[config.mk]
export PLATFORM = sky130hd
export DESIGN_NAME = hilbert_curve_move_generator_unit
export DESIGN_NICKNAME = d
export VERILOG_FILES = /design/src/rtl/hcmg_pkg.sv /design/src/rtl/hcmg_ctrl.sv /design/src/rtl/hcmg_datapath.sv /design/src/rtl/hilbert_curve_move_generator_unit.sv
export SDC_FILE = /design/constraint.sdc
export NUM_CORES = 1
export LEC_CHECK = 0
export ABC_AREA = 1
export BUFFER_PORTS_ARGS = -buffer_cell sky130_fd_sc_hd__clkbuf_2
export CAP_MARGIN = 20
export CORE_MARGIN = 2
export CORE_UTILIZATION = 35
export CTS_BUF_LIST = sky130_fd_sc_hd__clkbuf_4 sky130_fd_sc_hd__clkbuf_8 sky130_fd_sc_hd__clkbuf_16
export DETAILED_ROUTE_END_ITERATION = 16
export SLEW_MARGIN = 20
export SYNTH_ARGS = -nofsm -noshare
export SYNTH_HDL_FRONTEND = slang
export SYNTH_SLANG_ARGS = --single-unit
export TNS_END_PERCENT = 10
[constraint.sdc]
create_clock -name clk -period 11.1 [get_ports clk]
set_input_delay 1.665 -clock clk [delete_from_list [all_inputs] [get_ports clk]]
set_output_delay 1.665 -clock clk [all_outputs]
set_load 0.01 [all_outputs]
[src/rtl/hcmg_pkg.sv]
// hcmg_pkg: shared types, constants and decode functions of the hilbert curve move generator
// used by hcmg_ctrl, hcmg_datapath and hilbert_curve_move_generator_unit; no dependencies
package hcmg_pkg;

  // default stack depth, i.e. the deepest order the walk supports
  localparam int unsigned MAX_ORDER_DEF = 8;

  localparam int unsigned ORDER_W = 4;
  localparam int unsigned SEG_W   = 4;
  localparam int unsigned STEP_W  = 4;
  localparam int unsigned CFG_IDX_W = 2;
  localparam int unsigned CFG_DATA_W = 4;

  // configuration register indexes
  localparam logic [CFG_IDX_W-1:0] REG_CURVE_ORDER = 2'd0;
  localparam logic [CFG_IDX_W-1:0] REG_SEG_LENGTH  = 2'd1;
  localparam logic [CFG_IDX_W-1:0] REG_START_HAND  = 2'd2;

  // reset values of the configuration registers
  localparam logic [ORDER_W-1:0] CURVE_ORDER_RST = 4'd7;
  localparam logic [SEG_W-1:0]   SEG_LENGTH_RST  = 4'd8;
  localparam logic               START_HAND_RST  = 1'b1;

  // heading codes and turn increments (mod 4)
  localparam logic [1:0] HEAD_DOWN  = 2'd0;
  localparam logic [1:0] HEAD_RIGHT = 2'd1;
  localparam logic [1:0] HEAD_UP    = 2'd2;
  localparam logic [1:0] HEAD_LEFT  = 2'd3;
  localparam logic [1:0] TURN_RIGHT = 2'd1;
  localparam logic [1:0] TURN_LEFT  = 2'd3;

  // segment length limits and the nibble bias
  localparam logic [SEG_W-1:0] SEG_MIN   = 4'd1;
  localparam logic [SEG_W-1:0] SEG_MAX   = 4'd8;
  localparam logic [3:0]       NIB_BIAS  = 4'd8;
  localparam logic [STEP_W-1:0] LAST_STEP = 4'd10;

  // procedure body step codes
  localparam logic [STEP_W-1:0] ST_TURN_A0  = 4'd0;
  localparam logic [STEP_W-1:0] ST_CALL_X0  = 4'd1;
  localparam logic [STEP_W-1:0] ST_FWD0     = 4'd2;
  localparam logic [STEP_W-1:0] ST_TURN_B0  = 4'd3;
  localparam logic [STEP_W-1:0] ST_CALL_S0  = 4'd4;
  localparam logic [STEP_W-1:0] ST_FWD1     = 4'd5;
  localparam logic [STEP_W-1:0] ST_CALL_S1  = 4'd6;
  localparam logic [STEP_W-1:0] ST_TURN_B1  = 4'd7;
  localparam logic [STEP_W-1:0] ST_FWD2     = 4'd8;
  localparam logic [STEP_W-1:0] ST_CALL_X1  = 4'd9;
  localparam logic [STEP_W-1:0] ST_TURN_A1  = 4'd10;

  typedef enum logic [1:0] {
    KIND_TURN,
    KIND_PUSH,
    KIND_MOVE,
    KIND_RET
  } kind_t;

  typedef enum logic [2:0] {
    S_IDLE,
    S_START,
    S_WALK,
    S_SECOND,
    S_DONE
  } state_t;

  typedef struct packed {
    logic take_item;
    logic push_start;
    logic frame_step;
    logic emit;
    logic emit_second;
    logic emit_done;
  } cmd_t;

  typedef struct packed {
    logic  level_zero;
    logic  can_push;
    logic  finished;
    kind_t kind;
    logic  split;
    logic  out_free;
  } status_t;

  function automatic kind_t step_kind(input logic [STEP_W-1:0] st);
    kind_t k;
    k = KIND_RET;
    unique case (st)
      ST_TURN_A0, ST_TURN_B0, ST_TURN_B1, ST_TURN_A1: k = KIND_TURN;
      ST_CALL_X0, ST_CALL_S0, ST_CALL_S1, ST_CALL_X1: k = KIND_PUSH;
      ST_FWD0, ST_FWD1, ST_FWD2:                      k = KIND_MOVE;
      default:                                        k = KIND_RET;
    endcase
    return k;
  endfunction

  // turn a is right for the right-handed body, turn b the opposite
  function automatic logic [1:0] turn_amount(input logic [STEP_W-1:0] st, input logic hand);
    logic turn_a;
    turn_a = (st == ST_TURN_A0) || (st == ST_TURN_A1);
    return (turn_a == hand) ? TURN_RIGHT : TURN_LEFT;
  endfunction

  // the outer calls use the other hand, the inner calls the same hand
  function automatic logic push_hand(input logic [STEP_W-1:0] st, input logic hand);
    return ((st == ST_CALL_X0) || (st == ST_CALL_X1)) ? ~hand : hand;
  endfunction

endpackage

[src/rtl/hcmg_ctrl.sv]
// hcmg_ctrl: state machine sequencing one request through the frame walk
// depends on hcmg_pkg; drives the commands of hcmg_datapath
module hcmg_ctrl (
  input  logic             clk,
  input  logic             rst,
  input  logic             in_valid,
  output logic             in_ready,
  input  hcmg_pkg::status_t sts,
  output hcmg_pkg::cmd_t    cmd
);

  hcmg_pkg::state_t state, state_next;

  always_ff @(posedge clk) begin
    if (rst) begin
      state <= hcmg_pkg::S_IDLE;
    end else begin
      state <= state_next;
    end
  end

  always_comb begin
    state_next = state;
    unique case (state)
      hcmg_pkg::S_IDLE: begin
        if (in_valid) state_next = hcmg_pkg::S_START;
      end
      hcmg_pkg::S_START: begin
        priority if (sts.finished) state_next = hcmg_pkg::S_DONE;
        else if (sts.level_zero && !sts.can_push) state_next = hcmg_pkg::S_DONE;
        else state_next = hcmg_pkg::S_WALK;
      end
      hcmg_pkg::S_WALK: begin
        priority if (sts.level_zero) state_next = hcmg_pkg::S_DONE;
        else if (sts.kind == hcmg_pkg::KIND_MOVE && sts.out_free) begin
          state_next = sts.split ? hcmg_pkg::S_SECOND : hcmg_pkg::S_IDLE;
        end
      end
      hcmg_pkg::S_SECOND: begin
        if (sts.out_free) state_next = hcmg_pkg::S_IDLE;
      end
      hcmg_pkg::S_DONE: begin
        if (sts.out_free) state_next = hcmg_pkg::S_IDLE;
      end
      default: state_next = hcmg_pkg::S_IDLE;
    endcase
  end

  always_comb begin
    cmd      = '0;
    in_ready = 1'b0;
    unique case (state)
      hcmg_pkg::S_IDLE: begin
        in_ready      = 1'b1;
        cmd.take_item = in_valid;
      end
      hcmg_pkg::S_START: begin
        cmd.push_start = !sts.finished && sts.level_zero && sts.can_push;
      end
      hcmg_pkg::S_WALK: begin
        if (!sts.level_zero) begin
          if (sts.kind == hcmg_pkg::KIND_MOVE) cmd.emit = sts.out_free;
          else cmd.frame_step = 1'b1;
        end
      end
      hcmg_pkg::S_SECOND: cmd.emit_second = sts.out_free;
      hcmg_pkg::S_DONE:   cmd.emit_done   = sts.out_free;
      default: cmd = '0;
    endcase
  end

endmodule

[src/rtl/hcmg_datapath.sv]
// hcmg_datapath: configuration registers, turtle heading, frame stack and output register
// depends on hcmg_pkg; commanded by hcmg_ctrl
module hcmg_datapath #(
  parameter int unsigned MAX_ORDER = hcmg_pkg::MAX_ORDER_DEF
) (
  input  logic                            clk,
  input  logic                            rst,
  input  logic                            cfg_valid,
  input  logic [hcmg_pkg::CFG_IDX_W-1:0]  cfg_index,
  input  logic [hcmg_pkg::CFG_DATA_W-1:0] cfg_data,
  input  logic                            restart,
  input  hcmg_pkg::cmd_t                  cmd,
  output hcmg_pkg::status_t               sts,
  output logic                            out_valid,
  input  logic                            out_ready,
  output logic [7:0]                      code_byte,
  output logic                            last_of_move,
  output logic                            curve_done
);

  localparam int unsigned LW = $clog2(MAX_ORDER + 1);
  localparam int unsigned IW = (MAX_ORDER > 1) ? $clog2(MAX_ORDER) : 1;
  localparam int unsigned OW = hcmg_pkg::ORDER_W;

  logic [hcmg_pkg::ORDER_W-1:0] curve_order;
  logic [hcmg_pkg::SEG_W-1:0]   seg_length;
  logic                         start_hand;

  logic [1:0]    heading;
  logic [LW-1:0] stack_level;
  logic          walk_finished;

  logic                        frame_hand [MAX_ORDER];
  logic [hcmg_pkg::STEP_W-1:0] frame_step [MAX_ORDER];

  logic [LW-1:0] level_dec;
  logic [IW-1:0] top_idx;
  logic [IW-1:0] push_idx;
  logic          top_hand;
  logic [hcmg_pkg::STEP_W-1:0] top_step;
  hcmg_pkg::kind_t kind;
  logic          can_push;
  logic          out_free;

  logic [hcmg_pkg::SEG_W-1:0] seg_eff;
  logic       split;
  logic [3:0] mag;
  logic [3:0] nib_pos;
  logic [3:0] nib_neg;
  logic [7:0] move_byte;

  assign level_dec = stack_level - LW'(1);
  assign top_idx   = level_dec[IW-1:0];
  assign push_idx  = stack_level[IW-1:0];
  assign top_hand  = frame_hand[top_idx];
  assign top_step  = frame_step[top_idx];
  assign kind      = hcmg_pkg::step_kind(top_step);

  // push needs room below both the configured order and the stack depth
  assign can_push = (OW'(stack_level) < curve_order) &&
                    (stack_level < LW'(MAX_ORDER));
  assign out_free = !out_valid || out_ready;

  // segment length clamp to 1..8
  always_comb begin
    priority if (seg_length < hcmg_pkg::SEG_MIN) seg_eff = hcmg_pkg::SEG_MIN;
    else if (seg_length > hcmg_pkg::SEG_MAX) seg_eff = hcmg_pkg::SEG_MAX;
    else seg_eff = seg_length;
  end

  // only a positive full-length delta is split, into two equal halves
  assign split   = (seg_eff == hcmg_pkg::SEG_MAX) &&
                   ((heading == hcmg_pkg::HEAD_DOWN) || (heading == hcmg_pkg::HEAD_RIGHT));
  assign mag     = split ? (seg_eff >> 1) : seg_eff;
  assign nib_pos = hcmg_pkg::NIB_BIAS + mag;
  assign nib_neg = hcmg_pkg::NIB_BIAS - seg_eff;

  always_comb begin
    unique case (heading)
      hcmg_pkg::HEAD_DOWN:  move_byte = {hcmg_pkg::NIB_BIAS, nib_pos};
      hcmg_pkg::HEAD_RIGHT: move_byte = {nib_pos, hcmg_pkg::NIB_BIAS};
      hcmg_pkg::HEAD_UP:    move_byte = {hcmg_pkg::NIB_BIAS, nib_neg};
      default:              move_byte = {nib_neg, hcmg_pkg::NIB_BIAS};
    endcase
  end

  always_comb begin
    sts            = '0;
    sts.level_zero = (stack_level == '0);
    sts.can_push   = can_push;
    sts.finished   = walk_finished;
    sts.kind       = kind;
    sts.split      = split;
    sts.out_free   = out_free;
  end

  // control state
  always_ff @(posedge clk) begin
    if (rst) begin
      curve_order   <= hcmg_pkg::CURVE_ORDER_RST;
      seg_length    <= hcmg_pkg::SEG_LENGTH_RST;
      start_hand    <= hcmg_pkg::START_HAND_RST;
      heading       <= hcmg_pkg::HEAD_DOWN;
      stack_level   <= '0;
      walk_finished <= 1'b0;
      out_valid     <= 1'b0;
    end else begin
      if (cfg_valid) begin
        unique case (cfg_index)
          hcmg_pkg::REG_CURVE_ORDER: curve_order <= cfg_data;
          hcmg_pkg::REG_SEG_LENGTH:  seg_length  <= cfg_data;
          hcmg_pkg::REG_START_HAND:  start_hand  <= cfg_data[0];
          default: ;
        endcase
      end
      if (cmd.take_item && restart) begin
        heading       <= hcmg_pkg::HEAD_DOWN;
        stack_level   <= '0;
        walk_finished <= 1'b0;
      end
      if (cmd.push_start) stack_level <= LW'(1);
      if (cmd.frame_step) begin
        unique case (kind)
          hcmg_pkg::KIND_RET:  stack_level <= level_dec;
          hcmg_pkg::KIND_TURN: heading <= heading + hcmg_pkg::turn_amount(top_step, top_hand);
          hcmg_pkg::KIND_PUSH: begin
            if (can_push) stack_level <= stack_level + LW'(1);
          end
          default: ;
        endcase
      end
      // a load refills the register, otherwise a taken byte empties it
      if (cmd.emit || cmd.emit_second || cmd.emit_done) begin
        out_valid <= 1'b1;
      end else if (out_valid && out_ready) begin
        out_valid <= 1'b0;
      end
      if (cmd.emit_done) walk_finished <= 1'b1;
    end
  end

  // frame stack and result payload
  always_ff @(posedge clk) begin
    if (cmd.push_start) begin
      frame_hand[0] <= start_hand;
      frame_step[0] <= '0;
    end
    if (cmd.frame_step || cmd.emit) begin
      if (kind != hcmg_pkg::KIND_RET) frame_step[top_idx] <= top_step + 4'd1;
    end
    if (cmd.frame_step && kind == hcmg_pkg::KIND_PUSH && can_push) begin
      frame_hand[push_idx] <= hcmg_pkg::push_hand(top_step, top_hand);
      frame_step[push_idx] <= '0;
    end
    if (cmd.emit) begin
      code_byte    <= move_byte;
      last_of_move <= !split;
      curve_done   <= 1'b0;
    end
    if (cmd.emit_second) begin
      code_byte    <= move_byte;
      last_of_move <= 1'b1;
      curve_done   <= 1'b0;
    end
    if (cmd.emit_done) begin
      code_byte    <= '0;
      last_of_move <= 1'b0;
      curve_done   <= 1'b1;
    end
  end

endmodule

[src/rtl/hilbert_curve_move_generator_unit.sv]
// hilbert_curve_move_generator_unit: top level of the hilbert curve move generator
// depends on hcmg_pkg, hcmg_ctrl and hcmg_datapath
//
//   channel   handshake             payload
//   in        in_valid / in_ready   restart
//   out       out_valid / out_ready code_byte, last_of_move, curve_done
//   cfg       cfg_valid / cfg_ready cfg_index (0 order, 1 length, 2 hand), cfg_data
//
// one request at a time: accept, a start state, then one frame step per cycle until a
// forward step, whose byte waits only for room in the output register; a split move
// loads a second byte; a done result comes once the walk has finished, or when the
// walk unwinds to its end in that request
// reset is synchronous and active high; it restores the register defaults (order 7,
// length 8, right hand), heading down and an unstarted walk
// the next request is taken while the last result still sits in the output register;
// the walk only stalls when it has a byte to load and that register is still full
// configuration writes are always taken and act at once
module hilbert_curve_move_generator_unit #(
  parameter int unsigned MAX_ORDER = hcmg_pkg::MAX_ORDER_DEF
) (
  input  logic                            clk,
  input  logic                            rst,
  // configuration
  input  logic                            cfg_valid,
  output logic                            cfg_ready,
  input  logic [hcmg_pkg::CFG_IDX_W-1:0]  cfg_index,
  input  logic [hcmg_pkg::CFG_DATA_W-1:0] cfg_data,
  // requests
  input  logic                            in_valid,
  output logic                            in_ready,
  input  logic                            restart,
  // results
  output logic                            out_valid,
  input  logic                            out_ready,
  output logic [7:0]                      code_byte,
  output logic                            last_of_move,
  output logic                            curve_done
);

  hcmg_pkg::cmd_t    cmd;
  hcmg_pkg::status_t sts;

  // registers are plain flops, a write never has to wait
  assign cfg_ready = 1'b1;

  // sequencer: start, frame walk, byte loads
  hcmg_ctrl u_ctrl (
    .clk      (clk),
    .rst      (rst),
    .in_valid (in_valid),
    .in_ready (in_ready),
    .sts      (sts),
    .cmd      (cmd)
  );

  // heading, frame stack, encoder and output register
  hcmg_datapath #(
    .MAX_ORDER (MAX_ORDER)
  ) u_datapath (
    .clk          (clk),
    .rst          (rst),
    .cfg_valid    (cfg_valid),
    .cfg_index    (cfg_index),
    .cfg_data     (cfg_data),
    .restart      (restart),
    .cmd          (cmd),
    .sts          (sts),
    .out_valid    (out_valid),
    .out_ready    (out_ready),
    .code_byte    (code_byte),
    .last_of_move (last_of_move),
    .curve_done   (curve_done)
  );

endmodule

==> qor.csv <==
stage,metric,value,unit
logic_synthesis,synth_largest_area_cell,dfxtp_1,
worst_setup_path,r2r_slack,6.59,ns
hold_path,hp-class,flip-flop to flip-flop,
cells_and_area,diodes,0,
hold_path,hold_end,u_datapath.curve_done,
drt,drt-total-wl,10.1,mm
global_routing,antenna_found_initial,0,
worst_setup_path,start_kind,flip-flop,
cts,cts_root_buffer,clkbuf_16,
worst_setup_path,cpPeakStageDelay,0.71,ns
global_routing,grt_overflow,0,
worst_setup_path,end_kind,flip-flop,
worst_setup_path,critPathMostFrequentCell,nand2_1,
cts,clock-sinks,70,
timing,hold_violations,0,
cts,hold_buffers,0,
cells_and_area,fin_cells,787,
floorplanning,start_util,36.3,%
drt,drtIter0Drc,325,
cts,cts_tree,built,
drt,vias,3783,
worst_setup_path,crit_fanout,32,
drt,dr.pass1.iters,4,
global_routing,grt_pass1_wl,17.0,mm
worst_setup_path,critPathArrivalTime,4.55,ns
timing,fin_crit,4.51,ns
timing,setup_viol,0,
logic_synthesis,synth.area.top_cells,"dfxtp_1, nand2_1, nor2_1, inv_1, edfxtp_1",
timing,relSlewSlack,50.4,%
worst_setup_path,path_cells,"buf_4, inv_2, ha_1, inv_2, a21oi_1, o21ai_0, nand2_1, nand2_1, nand2_1, inv_1, ha_1, nand2_1, nand2_2, nand3_4, nor2_4, nand3_2, o21ai_0",
floorplanning,die_y,113,um
drt,drcViolationCount,0,
hold_path,hp-start,u_datapath.curve_done,
logic_synthesis,synth.avg_cell_area,6.76,um2
timing,period_share,40.6,%
timing,drv_slew,0,
worst_setup_path,worstRegToRegCells,17,
floorplanning,die_x,113,um
power,peakVddDrop,0.000120,V
worst_setup_path,cp_num_buf_inv,4,
placed_design,port_buffers,23,
cts,cts_buffers,9,
global_routing,grt_max_degree,33,
timing,fmax,0.222,GHz
cts,clk_pin_slew,0.05,ns
logic_synthesis,netlist_instances,618,
status,outcome,completed,
global_routing,grt_usage,16.7,%
worst_setup_path,crit_path_top_delay_cell,ha_1,
worst_setup_path,critPathKind,flip-flop to flip-flop,
logic_synthesis,yosysUniqueCellTypes,41,
timing,clock_skew,0.00697,ns
placed_design,routabilityCongestion,0.926,
cells_and_area,fin_area,4700,um2
timing,fin_hold_ws,0.446,ns
cells_and_area,drive_gt1_share,14.1,%
floorplanning,ios,25,
floorplanning,dieArea,12800,um2
cts,cts_resized,0,
cts,post_cts_buffers,0,
cts,htree_levels,3,
drt,via_per_inst,4.81,
power,leakage,2.33,nW
global_routing,grt_pass1_vias,3579,
floorplanning,core_area,11500,um2
logic_synthesis,synth_top_area_share,29.7,%
logic_synthesis,synth_nets,640,
placed_design,place_inst,772,
timing,fin_setup_tns,0,ns
placed_design,dp_hpwl,7.66,mm
logic_synthesis,seq_area_frac_synth,35.5,%
logic_synthesis,ys_warn_count,0,
hold_path,min_path_cells,2,
placed_design,place_area,4400,um2
worst_setup_path,timing.rr.start,u_datapath.stack_level[0],
cts,clock_path_buffers,2,
floorplanning,num_rows,39,
worst_setup_path,crit_family,adder cells,
cells_and_area,areaGrowthSynthToFinish,12.5,%
drt,antenna_left,0,
cts,clk_latency,0.34,ns
worst_setup_path,crit_required,11.14,ns
timing,rsz0062_at_grt,no,
worst_setup_path,r2r-end,u_datapath.frame_hand[4],
cells_and_area,utilization,40.8,%
timing,tightest_slew,0.737,ns
cells_and_area,fin_nets,662,
power,powerDensity,305,nW/um2
drt,wl_per_cell,12.8,um
logic_synthesis,netlist_area,4180,um2
run,cap_violations,0,
logic_synthesis,ys_seq_elements,70,
worst max path at each step:
stage                               from                  endpoint  slack [ns]  cells after the start
5_1_grt        u_datapath.stack_level[0]  u_datapath.frame_hand[6]        6.09                     17
6_report       u_datapath.stack_level[0]  u_datapath.frame_hand[4]        6.59                     17
3_5_place_dp   u_datapath.stack_level[0]  u_datapath.frame_hand[3]        6.57                     17
4_1_cts        u_datapath.stack_level[0]  u_datapath.frame_hand[4]        6.55                     17
2_1_floorplan  u_datapath.stack_level[0]  u_datapath.frame_hand[0]        7.61                     18
3_3_place_gp   u_datapath.stack_level[0]  u_datapath.frame_hand[3]        6.79                     17
area by class of cell:
class                           instances  area (um2)
Inverter                               76         288
Timing Repair Buffer                   24         123
Clock buffer                           12         254
Clock inverter                          3        45.0
Fill cell                            1217        6820
Tap cell                              143         179
Multi-Input combinational cell        459        2330
Sequential cell                        70        1480
synthesized netlist by cell type, drive strengths merged:
cell / count
conb: 1
clkbuf: 1
o22ai: 4
nand4: 10
clkinv: 1
inv: 75
nor3b: 2
a21oi: 23
o211ai: 6
a31oi: 1
nor3: 5
nand3: 45
a211oi: 2
edfxtp: 8
a22oi: 1
buf: 12
nand3b: 1
nand2: 172
nor2: 125
xnor2: 2
dfxtp: 62
xor2: 5
o21ai: 44
ha: 10
per-layer routing:
metal / GRT usage (%) / wire (um) / up-vias
li1: - / - / 2013
met1: 21.2 / 4790 / 1706
met2: 27.1 / 4720 / 52
met3: 5.14 / 431 / 12
met4: 5.45 / 153 / 0
met5: 0 / 0 / -
worst min-delay path: stages, from the launching register on:
cell and delay (ns):
dfxtp_1 0.31, nand2_1 0.06, nand2_1 0.04
state kept, by name, indices dropped and copies added (netlist names):
signal and count:
u_datapath.code_byte 8, u_datapath.seg_length 4, u_datapath.walk_finished 1, u_datapath.curve_done 1, u_datapath.frame_step 32, u_datapath.last_of_move 1
u_datapath.stack_level 4, u_datapath.frame_hand 8, u_datapath.curve_order 4, u_ctrl.state 3, u_datapath.heading 2, u_datapath.out_valid 1
u_datapath.start_hand 1
where the power goes:
part           total, mW  switching [mW]  leakage [nW]  internal, mW
sequential         0.382          0.0428         0.581         0.340
combinational      0.764           0.518          1.60         0.246
clock              0.288           0.105         0.142         0.184
cell usage in the layout, fill, tap and decap left out, types with 6 or more instances in the layout:
cell	instances
nor2_4	9
inv_2	7
clkbuf_16	9
o21ai_0	37
nand2_1	155
nand2_2	16
nand4_1	6
a21oi_1	23
nor2_1	113
inv_1	67
ha_1	10
nand3_1	36
edfxtp_1	8
dfxtp_1	62
o21ai_1	7
clkbuf_2	23
nand3_2	8
through the flow:
| step | worst slack, ns | power (mW) |
|---|---|---|
| 2_1_floorplan | 7.61 | 0.993 |
| 3_3_place_gp | 6.79 | 1.15 |
| 3_5_place_dp | 6.57 | 1.15 |
| 4_1_cts | 6.55 | 1.45 |
| 5_1_grt | 6.09 | 1.57 |
| 6_report | 6.59 | 1.43 |
cell families (layout without fill, tap and decap cells):
kind of cell | after synthesis | in the layout | share of synthesized area, %
simple gates | 360 | 360 | 40.3
buf+inv | 89 | 115 | 8.81
compound gates | 81 | 81 | 10.7
flops | 70 | 70 | 35.5
fa+ha+maj | 10 | 10 | 3.00
xor+xnor | 7 | 7 | 1.65
other cells | 1 | 1 | 0.0898
Note: power is estimated with default switching activity, not from simulation.
